--- src/rtl/ept_pw_pkg.sv ---
// Shared types, codes and helpers for the EPT page walker.
package ept_pw_pkg;

    // Default depth of the queue between front and back
    localparam int QueueDepth = 2;

    // Classes of work word handed from front to back
    localparam logic [1:0] CLS_START    = 2'd0;
    localparam logic [1:0] CLS_RANGE    = 2'd1;
    localparam logic [1:0] CLS_NO_ROOT  = 2'd2;
    localparam logic [1:0] CLS_DATA     = 2'd3;

    // Result kinds
    localparam logic KIND_REQ   = 1'b0;
    localparam logic KIND_FINAL = 1'b1;

    // Result status codes
    localparam logic [2:0] ST_LEAF      = 3'd0;
    localparam logic [2:0] ST_UNMAPPED  = 3'd1;
    localparam logic [2:0] ST_RANGE     = 3'd2;
    localparam logic [2:0] ST_NO_ROOT   = 3'd3;
    localparam logic [2:0] ST_READ_FAIL = 3'd4;
    localparam logic [2:0] ST_BUSY      = 3'd5;

    // Table levels
    localparam logic [1:0] LVL_PML4 = 2'd0;
    localparam logic [1:0] LVL_PDPT = 2'd1;
    localparam logic [1:0] LVL_PD   = 2'd2;
    localparam logic [1:0] LVL_PT   = 2'd3;

    // Classified input word
    typedef struct packed {
        logic [1:0]  cls;
        logic        read_ok;
        logic [63:0] data;     // guest address for a start, entry for read data
    } t_work;

    // One result word
    typedef struct packed {
        logic        kind;
        logic [51:0] address;
        logic [2:0]  status;
        logic [1:0]  leaf_level;
        logic        large_page;
        logic        readable;
        logic        writable;
        logic        executable;
        logic [2:0]  memory_type;
        logic        ignore_pat;
        logic        suppress_ve;
    } t_result;

    // Pick the nine index bits of a level out of the 36-bit page number
    function automatic logic [8:0] slot_index(input logic [35:0] page,
                                              input logic [1:0]  level);
        logic [8:0] idx;
        case (level)
            LVL_PML4: idx = page[35:27];
            LVL_PDPT: idx = page[26:18];
            LVL_PD:   idx = page[17:9];
            LVL_PT:   idx = page[8:0];
            default:  idx = page[8:0];
        endcase
        return idx;
    endfunction

endpackage

--- src/rtl/ept_pw_front.sv ---
// Front end: accept input words, classify them and queue them for the back end.
module ept_pw_front #(
    parameter int DEPTH = ept_pw_pkg::QueueDepth
) (
    input  logic                 i_clk,
    input  logic                 i_rst_n,
    input  logic                 i_valid,
    output logic                 o_ready,
    input  logic                 i_operation,
    input  logic [63:0]          i_guest_address,
    input  logic [63:0]          i_entry_data,
    input  logic                 i_read_ok,
    input  logic                 i_root_zero,
    output logic                 o_word_valid,
    input  logic                 i_word_ready,
    output ept_pw_pkg::t_work    o_word
);

    localparam int PTR_W = (DEPTH > 1) ? $clog2(DEPTH) : 1;
    localparam int CNT_W = $clog2(DEPTH + 1);

    ept_pw_pkg::t_work r_mem [DEPTH];
    logic [PTR_W-1:0]  r_wr_ptr, n_wr_ptr;
    logic [PTR_W-1:0]  r_rd_ptr, n_rd_ptr;
    logic [CNT_W-1:0]  r_count, n_count;
    ept_pw_pkg::t_work w_class;
    logic              w_push, w_pop;

    // Classify the incoming word
    always_comb begin
        w_class.read_ok = i_read_ok;
        if (i_operation) begin
            w_class.cls  = ept_pw_pkg::CLS_DATA;
            w_class.data = i_entry_data;
        end else begin
            w_class.data = i_guest_address;
            if (i_guest_address[63:48] != 16'd0) begin
                w_class.cls = ept_pw_pkg::CLS_RANGE;
            end else if (i_root_zero) begin
                w_class.cls = ept_pw_pkg::CLS_NO_ROOT;
            end else begin
                w_class.cls = ept_pw_pkg::CLS_START;
            end
        end
    end

    // Queue handshake
    assign o_ready      = (r_count != CNT_W'(DEPTH));
    assign o_word_valid = (r_count != '0);
    assign o_word       = r_mem[r_rd_ptr];
    assign w_push       = i_valid && o_ready;
    assign w_pop        = o_word_valid && i_word_ready;

    // Advance pointers and fill count
    always_comb begin
        n_wr_ptr = r_wr_ptr;
        n_rd_ptr = r_rd_ptr;
        if (w_push) begin
            n_wr_ptr = (r_wr_ptr == PTR_W'(DEPTH - 1)) ? '0 : r_wr_ptr + PTR_W'(1);
        end
        if (w_pop) begin
            n_rd_ptr = (r_rd_ptr == PTR_W'(DEPTH - 1)) ? '0 : r_rd_ptr + PTR_W'(1);
        end
        n_count = r_count + CNT_W'(w_push) - CNT_W'(w_pop);
    end

    always_ff @(posedge i_clk) begin
        if (!i_rst_n) begin
            r_wr_ptr <= '0;
            r_rd_ptr <= '0;
            r_count  <= '0;
        end else begin
            r_wr_ptr <= n_wr_ptr;
            r_rd_ptr <= n_rd_ptr;
            r_count  <= n_count;
        end
    end

    // Store the classified word
    always_ff @(posedge i_clk) begin
        if (w_push) begin
            r_mem[r_wr_ptr] <= w_class;
        end
    end

    // Fill count never passes the queue depth
    a_count_bound: assert property (@(posedge i_clk) disable iff (!i_rst_n)
        r_count <= CNT_W'(DEPTH))
        else $error("queue fill count above depth");

endmodule

--- src/rtl/ept_pw_back.sv ---
// Back end: walk state, next-read and final-result generation, output register.
module ept_pw_back (
    input  logic                  i_clk,
    input  logic                  i_rst_n,
    input  logic                  i_word_valid,
    output logic                  o_word_ready,
    input  ept_pw_pkg::t_work     i_word,
    input  logic [39:0]           i_root_frame,
    output logic                  o_valid,
    input  logic                  i_ready,
    output ept_pw_pkg::t_result   o_result
);

    logic                r_pending, n_pending;
    logic [1:0]          r_level, n_level;
    logic [35:0]         r_page, n_page;
    logic                r_out_valid;
    ept_pw_pkg::t_result r_out, n_out;
    logic                n_has;
    logic                w_take;
    logic [1:0]          w_next_level;
    logic [63:0]         w_entry;

    assign o_word_ready = !r_out_valid || i_ready;
    assign w_take       = i_word_valid && o_word_ready;
    assign o_valid      = r_out_valid;
    assign o_result     = r_out;
    assign w_entry      = i_word.data;
    assign w_next_level = r_level + 2'd1;

    // Work out the result and the next walk state for the word at the head
    always_comb begin
        n_pending = r_pending;
        n_level   = r_level;
        n_page    = r_page;
        n_has     = 1'b1;
        n_out     = '0;
        n_out.kind = ept_pw_pkg::KIND_FINAL;
        if (i_word.cls != ept_pw_pkg::CLS_DATA) begin
            if (r_pending) begin
                n_out.status = ept_pw_pkg::ST_BUSY;
            end else if (i_word.cls == ept_pw_pkg::CLS_RANGE) begin
                n_out.status = ept_pw_pkg::ST_RANGE;
            end else if (i_word.cls == ept_pw_pkg::CLS_NO_ROOT) begin
                n_out.status = ept_pw_pkg::ST_NO_ROOT;
            end else begin
                // start the walk at the root table
                n_pending        = 1'b1;
                n_level          = ept_pw_pkg::LVL_PML4;
                n_page           = w_entry[47:12];
                n_out.kind       = ept_pw_pkg::KIND_REQ;
                n_out.address    = {i_root_frame, w_entry[47:39], 3'b000};
                n_out.leaf_level = ept_pw_pkg::LVL_PML4;
            end
        end else if (!r_pending) begin
            // drop stray read data
            n_has = 1'b0;
        end else if (!i_word.read_ok) begin
            n_pending        = 1'b0;
            n_out.status     = ept_pw_pkg::ST_READ_FAIL;
            n_out.leaf_level = r_level;
        end else if (w_entry == 64'd0) begin
            n_pending        = 1'b0;
            n_out.status     = ept_pw_pkg::ST_UNMAPPED;
            n_out.leaf_level = r_level;
        end else if (r_level == ept_pw_pkg::LVL_PT || (w_entry[7] &&
                     (r_level == ept_pw_pkg::LVL_PDPT || r_level == ept_pw_pkg::LVL_PD))) begin
            // leaf: mask the frame to the page size of this level
            n_pending         = 1'b0;
            n_out.status      = ept_pw_pkg::ST_LEAF;
            n_out.leaf_level  = r_level;
            n_out.readable    = w_entry[0];
            n_out.writable    = w_entry[1];
            n_out.executable  = w_entry[2];
            n_out.memory_type = w_entry[5:3];
            n_out.ignore_pat  = w_entry[6];
            n_out.suppress_ve = w_entry[63];
            case (r_level)
                ept_pw_pkg::LVL_PDPT: begin
                    n_out.large_page = 1'b1;
                    n_out.address    = {w_entry[51:30], 30'd0};
                end
                ept_pw_pkg::LVL_PD: begin
                    n_out.large_page = 1'b1;
                    n_out.address    = {w_entry[51:21], 21'd0};
                end
                default: begin
                    n_out.large_page = 1'b0;
                    n_out.address    = {w_entry[51:12], 12'd0};
                end
            endcase
        end else begin
            // descend one level and ask for the next entry
            n_level          = w_next_level;
            n_out.kind       = ept_pw_pkg::KIND_REQ;
            n_out.leaf_level = w_next_level;
            n_out.address    = {w_entry[51:12],
                                ept_pw_pkg::slot_index(r_page, w_next_level), 3'b000};
        end
    end

    // Walk state
    always_ff @(posedge i_clk) begin
        if (!i_rst_n) begin
            r_pending <= 1'b0;
            r_level   <= '0;
            r_page    <= '0;
        end else if (w_take) begin
            r_pending <= n_pending;
            r_level   <= n_level;
            r_page    <= n_page;
        end
    end

    // Output register: load on take, drop once taken downstream
    always_ff @(posedge i_clk) begin
        if (!i_rst_n) begin
            r_out_valid <= 1'b0;
        end else if (w_take) begin
            r_out_valid <= n_has;
        end else if (i_ready) begin
            r_out_valid <= 1'b0;
        end
    end

    always_ff @(posedge i_clk) begin
        if (w_take) begin
            r_out <= n_out;
        end
    end

    // A read request waiting at the output belongs to the live walk
    a_req_pending: assert property (@(posedge i_clk) disable iff (!i_rst_n)
        (r_out_valid && r_out.kind == ept_pw_pkg::KIND_REQ) |-> r_pending)
        else $error("read request shown with no walk pending");

    // The level of a waiting request is the level the walk is at
    a_req_level: assert property (@(posedge i_clk) disable iff (!i_rst_n)
        (r_out_valid && r_out.kind == ept_pw_pkg::KIND_REQ) |-> (r_out.leaf_level == r_level))
        else $error("request level differs from walk level");

    // Large pages only end a walk at PDPT or PD
    a_large_level: assert property (@(posedge i_clk) disable iff (!i_rst_n)
        (r_out_valid && r_out.large_page) |->
        (r_out.leaf_level == ept_pw_pkg::LVL_PDPT || r_out.leaf_level == ept_pw_pkg::LVL_PD))
        else $error("large page at wrong level");

endmodule

--- src/rtl/ept_four_level_page_walker.sv ---
// Top level of the four-level EPT page walker: root pointer register, front and back ends.
//
//  Channel   Direction  Handshake               Word
//  input     in         i_valid / o_ready       operation, guest_address, entry_data, read_ok
//  result    out        o_valid / i_ready       kind, address, status, level, leaf attributes
//  config    in         i_cfg_wr_en             i_cfg_wr_data (EPT pointer)
//
//  One word per cycle sustained while the result side does not stall; an accepted word
//  is written into the queue at the accepting edge, then evaluated by the back end into
//  the output register.
//  Reset (synchronous, active low) clears the queue, the walk state, the output valid
//  and the root pointer. The queue holds QUEUE_DEPTH words, so input keeps flowing until
//  the queue is full while the result side stalls; the back end holds its word until the
//  output register frees up.
module ept_four_level_page_walker #(
    parameter int QUEUE_DEPTH = ept_pw_pkg::QueueDepth
) (
    input  logic        i_clk,
    input  logic        i_rst_n,
    input  logic        i_cfg_wr_en,
    input  logic [63:0] i_cfg_wr_data,
    input  logic        i_valid,
    output logic        o_ready,
    input  logic        i_operation,
    input  logic [63:0] i_guest_address,
    input  logic [63:0] i_entry_data,
    input  logic        i_read_ok,
    output logic        o_valid,
    input  logic        i_ready,
    output logic        o_kind,
    output logic [51:0] o_address,
    output logic [2:0]  o_status,
    output logic [1:0]  o_leaf_level,
    output logic        o_large_page,
    output logic        o_readable,
    output logic        o_writable,
    output logic        o_executable,
    output logic [2:0]  o_memory_type,
    output logic        o_ignore_pat,
    output logic        o_suppress_ve
);

    logic [63:0]         r_root;
    logic                w_word_valid, w_word_ready;
    ept_pw_pkg::t_work   w_word;
    ept_pw_pkg::t_result w_result;

    // Hold the EPT pointer
    always_ff @(posedge i_clk) begin
        if (!i_rst_n) begin
            r_root <= '0;
        end else if (i_cfg_wr_en) begin
            r_root <= i_cfg_wr_data;
        end
    end

    ept_pw_front #(
        .DEPTH (QUEUE_DEPTH)
    ) u_front (
        .i_clk           (i_clk),
        .i_rst_n         (i_rst_n),
        .i_valid         (i_valid),
        .o_ready         (o_ready),
        .i_operation     (i_operation),
        .i_guest_address (i_guest_address),
        .i_entry_data    (i_entry_data),
        .i_read_ok       (i_read_ok),
        .i_root_zero     (r_root == 64'd0),
        .o_word_valid    (w_word_valid),
        .i_word_ready    (w_word_ready),
        .o_word          (w_word)
    );

    ept_pw_back u_back (
        .i_clk        (i_clk),
        .i_rst_n      (i_rst_n),
        .i_word_valid (w_word_valid),
        .o_word_ready (w_word_ready),
        .i_word       (w_word),
        .i_root_frame (r_root[51:12]),
        .o_valid      (o_valid),
        .i_ready      (i_ready),
        .o_result     (w_result)
    );

    // Unpack the result word onto the ports
    assign o_kind        = w_result.kind;
    assign o_address     = w_result.address;
    assign o_status      = w_result.status;
    assign o_leaf_level  = w_result.leaf_level;
    assign o_large_page  = w_result.large_page;
    assign o_readable    = w_result.readable;
    assign o_writable    = w_result.writable;
    assign o_executable  = w_result.executable;
    assign o_memory_type = w_result.memory_type;
    assign o_ignore_pat  = w_result.ignore_pat;
    assign o_suppress_ve = w_result.suppress_ve;

endmodule

--- config.mk ---
export PLATFORM = sky130hd
export DESIGN_NAME = ept_four_level_page_walker
export DESIGN_NICKNAME = d
export VERILOG_FILES = /design/src/rtl/ept_pw_pkg.sv /design/src/rtl/ept_pw_front.sv /design/src/rtl/ept_pw_back.sv /design/src/rtl/ept_four_level_page_walker.sv
export SDC_FILE = /design/constraint.sdc
export NUM_CORES = 1
export LEC_CHECK = 0
export ABC_AREA = 1
export BUFFER_PORTS_ARGS = -buffer_cell sky130_fd_sc_hd__buf_2
export CORE_UTILIZATION = 55
export CTS_CLUSTER_DIAMETER = 30
export DETAILED_ROUTE_END_ITERATION = 10
export PLACE_DENSITY = 0.8
export SLEW_MARGIN = 20
export SYNTH_ARGS = -nofsm -noshare
export SYNTH_HDL_FRONTEND = slang
export SYNTH_SLANG_ARGS = --single-unit
--- constraint.sdc ---
create_clock -name i_clk -period 8.9 [get_ports i_clk]
set_clock_uncertainty 0.15 [all_clocks]
set_input_delay 1.78 -clock i_clk [delete_from_list [all_inputs] [get_ports i_clk]]
set_output_delay 1.78 -clock i_clk [all_outputs]
set_load 0.05 [all_outputs]
==> results.cfg, run 1 <==
[run_status]
status = finished, final reports clean

[synthesis]
synth_top_area_frac = 0.460
ys_seq_area_frac = 0.629
syn_avg_cell_area_um2 = 9.27
yosys.area.top_type = edfxtp_1
syn-cell-area_um2 = 12900
synth_cell_types = 31
synth.area.top_cells = edfxtp_1 46%, dfxtp_1 17%, nand2_1 14%
ys_seq_elements = 307
ys_warn_count = 0
synthCells = 1393

[worst_setup_path]
timing.rr.end = u_back.r_page[21]$_SDFFE_PN0P_
cpPeakStageDelay_ps = 530
critical_path.most_common_cell = buf_4
crit_arrival_ps = 4680
endpoint = u_back.r_page[21]$_SDFFE_PN0P_
end_kind = flip-flop
cp_max_fo = 60
start_kind = flip-flop
r2r_slack_ps = 4470
ff2ff_path_depth = 14
worstPathCellList = buf_4 > inv_2 > or2_2 > o21ai_0 > inv_1 > ha_1 > nor2_1 > nand2_1 > buf_4 > nor2_4 > buf_4 > inv_1 > nand2_1 > a21oi_1
path_class = reg2reg
slowest_stage = inv_2
crit_required_ps = 9150

[timing]
hold_ws_ps = 311
fmax_mhz = 226
post-route-min-period_ps = 4430
rsz0062_at_grt = false
setup_viol = 0
finalCritPeriodShare = 0.498
slew_violations = 0
hold_viol = 0
tightestPinTransition_ps = 968
worst_slew_margin_rel = 0.348
setup-tns-final_ps = 0

[routing]
dr.pass1.iters = 5
wl_met3_mm = 2.94
drt_drc_violations_left = 0
wl_met2_mm = 15.1
dr.max_layer_used = met4
vias_per_cell = 5.25
drtIter0Drc = 1044
antenna_left = 0
m1WireLength_mm = 13.5
avgRoutedWirePerCell_um = 16.1
vias = 10573
drt-total-wl_mm = 32.4

[clocking]
cts.sinks = 307
cts_max_level = 2
cts.hold.buffers_added = 0
cts_setup_buffers = 0
clkLatencyLatePin_ps = 560
cts_buffers = 54
cts_buffer_depth = 3
path_clk_slew_ps = 50
root_buffer = clkbuf_16
cts_tree = built
postCtsResizedCells = 0

[placement]
dpl-instance-area_um2 = 14400
place.port_buffers = 264
hpwlAfterDp_mm = 21.7
place_inst = 1910
gp_congestion = 0.892

[floorplan]
boundaryPins = 268
start_util = 0.565
die_area_um2 = 24100
num_rows = 55
die_w_um = 155
core_region_area_um2 = 22800
fp.dieH_um = 155

[power_and_ir_drop]
p_int_mw = 3.60
pwr-share-comb = 0.294
seqPwrFrac = 0.353
power.switching_mw = 2.16
switching_share = 0.376
p_per_area_nw_per_um2 = 355
power_mw = 5.76
peakVddDrop_uv = 194
power.share.clock = 0.352
leakagePower_nw = 7.09

[run]
max_cap_violations = 0

[layout]
antenna_cells = 0
fin_nets = 1866
syn_to_final_growth_pct = 25.7
drive_gt1_frac = 0.227
final_area_um2 = 16200
stdcell_count = 2012

[grt]
grt_pass1_vias = 9924
antenna_found_initial = 0
grt_max_degree = 86
gr-total-overflow = 0
grt_usage = 0.266
grt_pass1_wl_mm = 49.5

[min_path]
hold_class = reg2reg
[metal layers]
metal / track usage / vias to the layer above
li1: - / 5157
met1: 0.350 / 4824
met2: 0.438 / 526
met3: 0.0526 / 66
met4: 0.0985 / 0
met5: 0 / -
[power groups by stage]
stage                     combinational (mW)  sequential, mW  clock [mW]
after floorplan                        0.725            2.55           0
after global placement                  1.65            2.05           0
after detailed placement                1.67            2.06           0
after CTS                               1.68            2.03        2.05
after global routing                    1.82            2.06        2.11
final                                   1.70            2.04        2.03
[Yosys cell counts, drive strengths merged]
cell / count
or2: 2
clkbuf: 48
dfxtp: 109
nand3: 5
conb: 1
edfxtp: 198
nand3b: 1
a211oi: 10
o22ai: 6
nand4: 18
nand2: 468
xor2: 2
a21oi: 63
a31oi: 14
nor4: 11
nor3: 4
o21ai: 154
ha: 14
buf: 23
nor2: 148
inv: 94
[critical path: cells and delay by family (launching register included)]
family	cells	cell delay, ps
buffers and inverters	6	2250
and+or+nand+nor	5	960
adders and majority gates	1	330
DFF	1	310
AOI/OAI and AO/OA	2	190
[layout by cell type, fill, tap and decap left out, types with 2 or more instances in the layout]
cell,synthesis,final
a211oi_1,10,10
a21oi_1,63,62
a31oi_1,14,14
buf_2,13,264
buf_4,4,9
bufinv_16,0,5
clkbuf_1,48,6
clkbuf_16,0,56
clkbuf_8,0,2
clkinv_1,0,4
clkinv_2,0,9
clkinv_4,0,4
clkinvlp_4,0,7
conb_1,1,3
dfxtp_1,109,108
edfxtp_1,198,198
ha_1,14,14
inv_1,90,89
inv_2,4,5
inv_4,0,3
inv_6,0,4
nand2_1,465,465
nand3_1,5,5
nand4_1,18,18
nor2_1,143,140
nor2_4,4,7
nor3_1,4,4
nor4_1,11,11
o21ai_0,144,144
o21ai_1,10,10
o22ai_1,6,6
or2_2,2,2
xor2_1,2,2
[cell families (layout without fill, tap and decap cells)]
logic type,count (synthesis),after routing,share of synthesized area
AOI/OAI and AO/OA,247,247,0.0996
DFF,307,307,0.629
buffers and inverters,165,469,0.0533
other,1,3,0.000290
adders and majority gates,14,14,0.0136
xor gates and xnor gates,2,2,0.00136
and+or+nand+nor,657,657,0.203
[flip-flops by register name, summed over array words and instances, names as in the netlist, named ones only]
signal / cells
r_root: 64
u_back.o_result: 64
u_back.o_valid: 1
u_back.r_level: 2
u_back.r_page: 36
u_back.r_pending: 1
u_front.r_count: 2
u_front.r_mem: 134
u_front.r_rd_ptr: 1
u_front.r_wr_ptr: 1
[metrics by stage]
stage          setup WS (ps)  utilization
2_1_floorplan           2280            -
3_3_place_gp            4710        0.630
3_5_place_dp            4590        0.630
4_1_cts                 4550        0.711
5_1_grt                 4120        0.711
6_report                4470        0.711
[area by class of cell]
class,instances,area (um2)
tap,313,392
inverter,94,353
sequential,307,8130
multi-input combinational,923,4140
timing repair buffer,273,1390
clock inverter,38,383
clock buffer,64,1450
fill,1689,6610
[how the worst min path moves through the flow]
stage                                     to  depth (start not counted)                          start  slack (ps)
2_1_floorplan                      flip-flop                          1  u_front.r_rd_ptr$_SDFFE_PN0P_         280
3_3_place_gp                       flip-flop                          1  u_front.r_rd_ptr$_SDFFE_PN0P_         270
3_5_place_dp                       flip-flop                          1  u_front.r_rd_ptr$_SDFFE_PN0P_         300
4_1_cts                            flip-flop                          1  u_front.r_rd_ptr$_SDFFE_PN0P_         310
5_1_grt        u_back.r_page[3]$_SDFFE_PN0P_                          2  u_back.r_page[3]$_SDFFE_PN0P_         320
6_report       u_back.r_page[1]$_SDFFE_PN0P_                          2  u_back.r_page[1]$_SDFFE_PN0P_         310
Note: power is estimated with default switching activity, not from simulation.
==> inputs of run 2 (changes only) <==
- ABC_AREA: 1 -> 0
- clock period: 8.9 -> 4.2 ns (I/O delays scaled with it)
==> results.cfg, run 2 <==
[timing]
worst_slew_margin_rel = 0.276
post-route-min-period_ps = 3360
tightestPinTransition_ps = 1090
setup-tns-final_ps = 0
rsz0062_at_grt = false
finalCritPeriodShare = 0.801
slew_violations = 0
fmax_mhz = 297
setup_viol = 0
hold_viol = 0

[synthesis]
ys_seq_area_frac = 0.626
ys_warn_count = 0
ys_seq_elements = 307
synth_top_area_frac = 0.458
async_flop_share = 0
ys.flop_type = edfxtp_1
syn-cell-area_um2 = 13000
synth_cell_types = 47
synth-edff-count = 198
yosysMostFrequentCell = edfxtp_1
synth_common_cells = 198 x edfxtp_1, 118 x mux2i_1, 109 x dfxtp_1
synthCells = 986
yosys.area.top_type = edfxtp_1
synth.area.top_cells = edfxtp_1 46%, dfxtp_1 17%, mux2i_1 9.1%
syn_avg_cell_area_um2 = 13.2

[layout]
fill_cells = 1558
final_common_cell = buf_2
fin_nets = 1470
regMostFlops = u_front.r_mem
largest_reg_flops = 134
layout_common_cells = 263 x buf_2, 198 x edfxtp_1, 118 x mux2i_1
syn_to_final_growth_pct = 25.8
antenna_cells = 0
drive_gt1_frac = 0.345

[clocking]
clkLatencyLatePin_ps = 550
cts.sinks = 307
cts_buffers = 51
path_clk_slew_ps = 60
cts_max_level = 2
cts_buffer_depth = 3
cts_tree = built
cts_setup_buffers = 0
cts.hold.buffers_added = 0
root_buffer = clkbuf_16
postCtsResizedCells = 0

[routing]
dr.pass1.iters = 5
vias_per_cell = 5.67
vias = 9143
drtIter0Drc = 995
drt-total-wl_mm = 32.4
drt_drc_violations_left = 0
antenna_left = 0
avgRoutedWirePerCell_um = 20.1

[placement]
place.port_buffers = 264
gp_congestion = 0.873
hpwlAfterDp_mm = 22.7

[power_and_ir_drop]
p_per_area_nw_per_um2 = 703
power_mw = 11.5
leakagePower_nw = 6.66
peakVddDrop_uv = 347

[worst_setup_path]
crit_required_ps = 4290
slowest_stage = dfxtp_4
start_kind = flip-flop
path_class = reg2reg
path_buf_inv = 2
cpPeakStageDelay_ps = 700
critPathTopFamily = buffers and inverters
crit_arrival_ps = 3450
cp_max_fo = 52
end_kind = flip-flop
worstPathCellList = buf_4 > nor4b_1 > nand3_1 > a22oi_1 > nand2_1 > o211ai_4 > buf_12 > o32ai_1

[grt]
grt_usage = 0.269
grt_util_met2 = 0.440
grt_pass1_vias = 8932
grt_pass1_wl_mm = 49.1
gr-total-overflow = 0
antenna_found_initial = 1
grt_use_met3 = 0.0542
grt_max_degree = 101
busiest_layer = met2
grt_use_met1 = 0.362

[floorplan]
num_rows = 55
core_region_area_um2 = 22900
boundaryPins = 268
fp.dieH_um = 156
start_util = 0.567
die_area_um2 = 24200
die_w_um = 156

[run_status]
status = finished, final reports clean

[run]
max_cap_violations = 0

[min_path]
hold_class = in2reg
==> run 2: cell types whose count changed after synthesis, moves of 74 or more <==
| cell | delta |
|---|---|
| mux2i_1 | +118 |
| nand2_1 | -372 |
| inv_1 | -80 |
| nor2_1 | -120 |
| o21ai_0 | -129 |
| nor2b_1 | +74 |
| mux2_2 | +74 |
==> run 2: path summary, 6_finish.rpt <==
path                                   from  depth (start not counted)                              to  slack, ps
max reg2reg                       flip-flop                          8   u_back.o_result[25]$_DFFE_PP_        840
max                               flip-flop                          8   u_back.o_result[25]$_DFFE_PP_        840
min reg2reg  u_back.r_page[33]$_SDFFE_PN0P_                          1  u_back.r_page[33]$_SDFFE_PN0P_        350
min                               i_read_ok                          1  u_front.r_mem[1][64]$_DFFE_PP_        340
==> run 2: layer usage <==
layer  part of all wire  wire length, um
met3              0.091             2940
met2               0.47            15200
met4              0.021              673
met5                  0                0
met1               0.42            13600
==> run 2: per-stage QoR <==
stage               hold WS, ps   util  instance area (um2)  std cells  setup slack [ps]
floorplan                   322      -                13000        988               516
global placement            329  0.637                14600       1517              1090
detailed placement          337  0.637                14600       1517               872
CTS                         326  0.713                16300       1613               804
global route                331  0.713                16300       1613               658
finish                      335  0.713                16300       1613               835
==> run 2: cells by family after synthesis <==
family | synth area share
AO/OA/AOI/OAI | 0.0670
XOR/XNOR | 0.00202
adder cells (fa/ha/maj) | 0.0135
buffers and inverters | 0.0230
flip-flops | 0.626
multiplexers | 0.155
other | 0.000289
AND/OR/NAND/NOR | 0.114
==> run 2: area by class of cell <==
type                       count  area [um2]  share of cell area
sequential                   307        8130               0.497
inverter                      10        37.5             0.00230
clock buffer                  57        1330              0.0814
multi-input combinational    612        4600               0.281
timing repair buffer         275        1440              0.0883
tap                          313         392              0.0240
clock inverter                39         414              0.0253
==> run 2: power breakdown <==
part           internal (mW)  total [mW]  switching, mW  leakage [nW]
registers               4.00        4.34          0.342          2.78
logic                  0.823        3.00           2.17          3.04
clock network           2.67        4.15           1.48         0.838
total                   7.49        11.5           3.99          6.66
==> run 2: worst register-to-register path: cells and delay by family, from the launching register on <==
| kind | cells | cell delay (ps) |
|---|---|---|
| compound gates | 3 | 730 |
| buf+inv | 2 | 770 |
| flops | 1 | 700 |
| simple gates | 3 | 730 |
==> inputs of run 3 (changes only) <==
- CORE_UTILIZATION: 55 -> 50
- PLACE_DENSITY: 0.8 -> 0.77
- clock period: 4.2 -> 2.8 ns (I/O delays scaled with it)
==> results.cfg, run 3 (synthesis gave the netlist of run 2 again) <==
[timing]
post-route-min-period_ps = 2590
worst_slew_margin_rel = 0.419
finalCritPeriodShare = 0.925
fmax_mhz = 386
rsz0062_at_grt = false
hold_viol = 0
slew_violations = 0
setup-tns-final_ps = 0
setup_viol = 0
tightestPinTransition_ps = 869

[run]
max_cap_violations = 0

[routing]
antenna_left = 0
drtIter0Drc = 960
avgRoutedWirePerCell_um = 19.4
dr.pass1.iters = 7
drt_drc_violations_left = 0
drt-total-wl_mm = 32.0
vias_per_cell = 5.47
vias = 9058

[floorplan]
boundaryPins = 268
start_util = 0.513
die_area_um2 = 26600
fp.dieH_um = 163
core_region_area_um2 = 25300
num_rows = 58
die_w_um = 163

[power_and_ir_drop]
power.switching_mw = 6.08
peakVddDrop_uv = 607
p_per_area_nw_per_um2 = 1060
pwr-share-comb = 0.267
switching_share = 0.340
p_int_mw = 11.8
power.share.clock = 0.374
leakagePower_nw = 6.86
seqPwrFrac = 0.360

[grt]
gr-total-overflow = 0
grt_pass1_wl_mm = 48.6
antenna_found_initial = 0
grt_pass1_vias = 9119
grt_max_degree = 101
grt_usage = 0.240

[layout]
final_util = 0.664
stdcell_count = 1655
largest_reg_flops = 134
regMostFlops = u_front.r_mem
layout_common_cells = 263 x buf_2, 198 x edfxtp_1, 117 x mux2i_1
drive_gt1_frac = 0.363
final_common_cell = buf_2
antenna_cells = 0
syn_to_final_growth_pct = 29.3
fin_nets = 1490

[worst_setup_path]
path_class = reg2reg
ff2ff_path_depth = 8
critPathTopFamily = buffers and inverters
worstPathCellList = buf_16 > mux2i_2 > nand3_1 > nor3_2 > nand3_2 > o211ai_4 > buf_12 > o32ai_1
cpPeakStageDelay_ps = 470
path_depth = 8
slowest_stage = dfxtp_4
path_buf_inv = 2
cp_max_fo = 51
crit_required_ps = 2890
start_kind = flip-flop
r2r_slack_ps = 210
timing.rr.end = u_back.o_result[21]$_DFFE_PP_
end_kind = flip-flop
crit_arrival_ps = 2680

[clocking]
root_buffer = clkbuf_16
cts_buffers = 57
cts_max_level = 2
cts.hold.buffers_added = 0
cts.sinks = 307
clkLatencyLatePin_ps = 560
cts_tree = built
path_clk_slew_ps = 50
cts_buffer_depth = 3

[min_path]
hold_depth = 1
min_from = i_read_ok
holdPathEnd = u_front.r_mem[1][64]$_DFFE_PP_
hold_class = in2reg

[placement]
hpwlAfterDp_mm = 22.6
place.port_buffers = 264
place_inst = 1547
gp_congestion = 0.862

[run_status]
status = finished, final reports clean
## run 3: changes by cell type in the layout (fill, tap and decap cells not counted), sizes merged
cell / change
inv: +3
clkinvlp: -1
bufinv: -1
clkbuf: +10
buf: +14
## run 3: final cells by class
| class | count | area (um2) |
|---|---|---|
| clock buffer | 67 | 1540 |
| clock inverter | 40 | 388 |
| fill | 1813 | 8520 |
| inverter | 10 | 41.3 |
| multi-input combinational | 612 | 4660 |
| sequential | 307 | 8130 |
| tap | 330 | 413 |
| timing repair buffer | 289 | 1640 |
## run 3: routing by layer
metal / GRT usage / up-vias / wire (um)
li1: - / 4290 / -
met1: 0.319 / 4310 / 13800
met2: 0.400 / 419 / 15300
met3: 0.0472 / 39 / 2580
met4: 0.0607 / 0 / 446
met5: 0 / - / 0
## run 3: power groups by stage
stage / sequential (mW) / clock [mW] / combinational (mW)
finish: 6.43 / 6.68 / 4.77
CTS: 6.45 / 6.76 / 4.73
global route: 6.52 / 6.99 / 5.04
global placement: 6.49 / 0 / 4.65
detailed placement: 6.52 / 0 / 4.70
floorplan: 7.86 / 0 / 1.93
## run 3: worst max-delay path by stage
| stage | from | endpoint |
|---|---|---|
| final | flip-flop | u_back.o_result[21]$_DFFE_PP_ |
| after global routing | flip-flop | u_back.o_result[52]$_DFFE_PP_ |
| after CTS | flip-flop | u_back.o_result[52]$_DFFE_PP_ |
| after detailed placement | flip-flop | u_back.o_result[11]$_DFFE_PP_ |
| after global placement | i_guest_address[51] | u_front.r_mem[0][66]$_DFFE_PP_ |
| after floorplan | i_ready | u_front.r_count[1]$_SDFF_PN0_ |
## run 3: timing repair
action | 4_1_cts | 5_1_grt
gates resized for setup | 0 | 2
setup endpoints to repair | 0 | 52
buffers inserted | 0 | 1
## run 3: stage by stage
step	worst slack [ps]	hold WS [ps]	power, mW	cell area, um2
3_5_place_dp	93.7	336	11.2	14900
2_1_floorplan	-317	322	9.79	13100
5_1_grt	1.30	37.9	18.5	16800
6_report	209	52.1	17.9	16800
3_3_place_gp	184	329	11.1	14900
4_1_cts	36.5	40.2	17.9	16800
